`src/rtl/psu_ram.sv`:
```
// Generic simple dual-port RAM with registered, enabled read.
module psu_ram #(
    parameter int WIDTH = 8,
    parameter int DEPTH = 256
) (
    input  logic                     clk,
    input  logic                     we,
    input  logic [$clog2(DEPTH)-1:0] waddr,
    input  logic [WIDTH-1:0]         wdata,
    input  logic                     re,
    input  logic [$clog2(DEPTH)-1:0] raddr,
    output logic [WIDTH-1:0]         rdata
);

    logic [WIDTH-1:0] mem [DEPTH];

    // Write port
    always_ff @(posedge clk)
    begin
        if (we)
        begin
            mem[waddr] <= wdata;
        end
    end

    // Read port, holds its data while not enabled
    always_ff @(posedge clk)
    begin
        if (re)
        begin
            rdata <= mem[raddr];
        end
    end

endmodule

```
`config.mk`:
```
export PLATFORM = sky130hd
export DESIGN_NAME = psu_ram
export DESIGN_NICKNAME = d
export VERILOG_FILES = /design/src/rtl/psu_ram.sv
export SDC_FILE = /design/constraint.sdc
export NUM_CORES = 2
export LEC_CHECK = 0
export ABC_AREA = 1
export ABC_CLOCK_PERIOD_IN_PS = 2100
export BUFFER_PORTS_ARGS = -buffer_cell sky130_fd_sc_hd__buf_2
export CAP_MARGIN = 25
export CELL_PAD_IN_SITES_DETAIL_PLACEMENT = 0
export CELL_PAD_IN_SITES_GLOBAL_PLACEMENT = 1
export CORE_MARGIN = 4
export CORE_UTILIZATION = 52
export CTS_CLUSTER_DIAMETER = 60
export DETAILED_ROUTE_END_ITERATION = 10
export GPL_ROUTABILITY_DRIVEN = 0
export PLACE_DENSITY = 0.78
export SYNTH_ARGS = -nofsm -noshare
export SYNTH_HDL_FRONTEND = slang
export SYNTH_SLANG_ARGS = --single-unit
export TNS_END_PERCENT = 30
```
`constraint.sdc`:
```
create_clock -name clk -period 2.1 [get_ports clk]
set_input_delay 0.21 -clock clk [delete_from_list [all_inputs] [get_ports clk]]
set_output_delay 0.21 -clock clk [all_outputs]
set_load 0.1 [all_outputs]
```
* Yosys cells after proc, flatten, opt, wreduce, memory -nomap -nowiden
Memories as Yosys holds them, arrays and structs flattened. A register that Yosys moved wholly into a read port is not among the register bits. Index checks and enable logic that the tools add are counted. Widths: inputs -> output; s select.
Storage, ports and cells: output and inout port bits 8, RAM bits 2048, logic and storage cells 3, bits in registers 0, bits of input ports 27, memories 1
Operators by class: muxes and demuxes 2
Memory list:
- mem | words 256, width 8, read ports 1, clocked after Yosys merged registers in 1, write ports 1, RTL line 15 | logic [WIDTH-1:0] mem [DEPTH];
Operators by type and width (count):
- $mux 1 | 2

* Longest topological paths before layout
depth in word-level cells 2, mapped depth 15

* Worst setup path before layout
No wires, ideal clock.
path type input to register, from input port we, to memory mem[162][0] (enable), data required time 1.730 ns, data arrival time 1.331 ns, path slack 0.399 ns, stages on the path 4, buffers on the path 2, cells stage by stage clkbuf_1 > nand3_1 > clkbuf_1 > nor2_1
On the way: word-level cells in the longest chain between the ends 2
Ends and longest elaborated chain:
- start, declared | RTL line 7 | input logic we,
- $mux 1 | RTL line 20 | if (we)
- $mux 1 (not written as such) | RTL line 22 | mem[waddr] <= wdata;
- end, declared | RTL line 15
No other way between the ends.

* Worst setup path after layout
from register rdata[0] (read register of mem), to output port rdata[0]
RTL lines:
- start, declared | RTL line 12 | output logic [WIDTH-1:0] rdata
No word-level cell between the ends.

==> flow_metrics.tcl <==
set metrics [dict create \
    postCtsSetupBuffers 0 \
    endpoint_kind "primary output" \
    die_y_um 409 \
    syn_nets 7030 \
    hold_ws_ns 0.172 \
    multiInputGateArea_um2 19200 \
    yosys.area.top_type_share 0.740 \
    cp_data_arrival_time_ns 1.85 \
    worst-setup-path-type "register to primary output" \
    worst_clock_skew_ns 0.0334 \
    synth_commonest_cells "2123 x nand2_1, 2056 x edfxtp_1, 2019 x nand3_1, 283 x nor2_1, 268 x buf_2" \
    final_nets 7493 \
    cts.clk_slew.worst_paths_ns 0.06 \
    syn_to_final_growth_pct 16.8 \
    grtUsageTotal 0.277 \
    die_w_um 409 \
    fmax_mhz 486 \
    r2r_setup_slack_ns 0.09 \
    crit_chain "buf_2" \
    maxSlewHeadroom 0.395 \
    htree_levels 4 \
    p_sw_w 0.0197 \
    vias 56688 \
    setup_ws_ns 0.0440 \
    finalHoldViolations 0 \
    startpoint "rdata[0]" \
    p_comb_frac 0.068 \
    syn_inst 7003 \
    yosys-top-cells-area "edfxtp_1 74%, nand3_1 12%, nand2_1 9.5%, buf_2 1.6%, nor2_1 1.3%" \
    drt_iter0_markers 6557 \
    async_flop_share 0 \
    p_clk_frac 0.417 \
    core_um2 159000 \
    critical_path.top_delay_family "flip-flops" \
    final_area_um2 97500 \
    max_stage_delay_ns 0.53 \
    numCtsBuffers 208 \
    grt_max_degree 79 \
    ys_ff_latch 2056 \
    cts_tree "done" \
    rsz0062_at_grt "no" \
    io_buffers 34 \
    total_power_w 0.0879 \
    internal-power_w 0.0682 \
    worstReg2RegStart "mem[185][5]" \
    switching_share 0.224 \
    synth.most_common_cell "nand2_1" \
    grt_pass1_wl_um 347000 \
    synth.distinct_cells 13 \
    placed_cell_area_um2 90700 \
    dpl.hpwl_um 148000 \
    start_kind "register" \
    place_ws_ns -0.689 \
    antenna_found_initial 5 \
    die_area_um2 167000 \
    crit_path_top_delay_cell "edfxtp_1" \
    hp-start "raddr[6]" \
    worst_slew_pin_slew_ns 0.907 \
    synthesis.area_um2 83500 \
    hp-class "input pin to register" \
    synth.avg_cell_area_um2 11.9 \
    cp_max_fo 1 \
    seqCellArea_um2 61700 \
    finalSetupViolCount 0 \
    grt_overflow 0 \
    min_period_ns 2.06 \
    synth_top_area_cell "edfxtp_1" \
    p_leak_nw 35.1 \
    required_ns 1.89 \
    crit_buf_inv 1 \
    seq_area_frac_synth 0.740 \
    initial_utilization 0.525 \
    power.density_nw_per_um2 902 \
    synth_top_flop_cell "edfxtp_1" \
    wl_per_cell_um 24.0 \
    pwr-share-seq 0.515 \
    clk_latency_ns 0.84 \
    drc 0 \
    firstDrtPassIters 6 \
    ys_warn_count 0 \
    ir_drop_uv 821 \
    clock_sinks 2056 \
    nFillCells 12252 \
    cts_root_buf "clkbuf_16" \
    ant_nets 0 \
    clockBufferDepth 3 \
    grt_pass1_vias 54251 \
    status "finished, final reports clean" \
    period_share 0.979 \
    drv_cap 0 \
    maxSlewViolCount 0 \
    viasPerCell 5.84 \
    synth_edf_count 2056 \
    layout-drive-gt1-share 0.135 \
    ios 35 \
    rows 146 \
    wirelength_um 233000 \
]
-- power by group through the flow --
stage               registers [W]  clock network [W]  logic [W]
floorplan                  0.0463                  0    0.00279
global placement           0.0462                  0    0.00585
detailed placement         0.0462                  0    0.00590
CTS                        0.0453             0.0371    0.00594
global route               0.0453             0.0388    0.00641
finish                     0.0453             0.0366    0.00597
-- layout make-up --
| cell class | instances | share of cell area |
|---|---|---|
| Tap cell | 2072 | 0.0266 |
| Inverter | 39 | 0.00185 |
| Clock buffer | 247 | 0.0555 |
| Sequential cell | 2056 | 0.633 |
| Multi-Input combinational cell | 4425 | 0.197 |
| Antenna cell | 1 | 0.0000257 |
| Timing Repair Buffer | 736 | 0.0728 |
| Clock inverter | 133 | 0.0135 |
-- through the flow --
step / utilization / TNS [ns] / instances
after floorplan: - / 0 / 7003
after global placement: 0.570 / -3.96 / 9318
after detailed placement: 0.570 / -4.17 / 9318
after CTS: 0.613 / 0 / 9708
after global routing: 0.614 / 0 / 9708
final: 0.614 / 0 / 9709
-- flip-flops by register name, indices dropped and copies added, names as in the netlist --
signal and cells:
mem 2048, rdata 8
-- what timing repair did --
action                                 CTS  global route
setup endpoints to repair                3             3
resized for setup                        3             3
pin swaps                                0             0
hold buffers                            10             0
endpoints found under the hold margin  537             0
-- cells by family after synthesis --
family | share of synthesized area
AND/OR/NAND/NOR | 0.229
buffers and inverters | 0.0312
flip-flops | 0.740
-- final timing paths --
path,end,cells past startpoint
setup / recovery,rdata[0],1
hold reg to reg,rdata[5],10
setup reg to reg,rdata[5],10
hold / removal,rdata[1],5
-- metal layers --
metal | up-vias | wire (um) | GRT usage
met2 | 2635 | 107000 | 0.431
met3 | 491 | 22600 | 0.0570
li1 | 25817 | - | -
met5 | - | 26 | 0
met1 | 27741 | 94600 | 0.392
met4 | 4 | 8470 | 0.0941
-- layout by cell type, fill, tap and decap left out --
cell type	count
clkbuf_1	36
inv_1	34
clkinv_8	2
nand2_2	6
nand2_1	2117
clkinvlp_4	11
bufinv_16	23
buf_12	121
dlygate4sd3_1	10
nand3_2	3
nor2_1	283
edfxtp_1	2056
buf_8	11
inv_4	1
buf_2	18
nand3_1	2016
inv_2	1
inv_6	9
diode_2	1
clkbuf_16	211
clkinv_1	53
inv_8	3
clkinv_4	2
buf_4	575
clkbuf_4	1
clkinv_2	29
inv_16	4
Power figures use the tool's default switching activity.
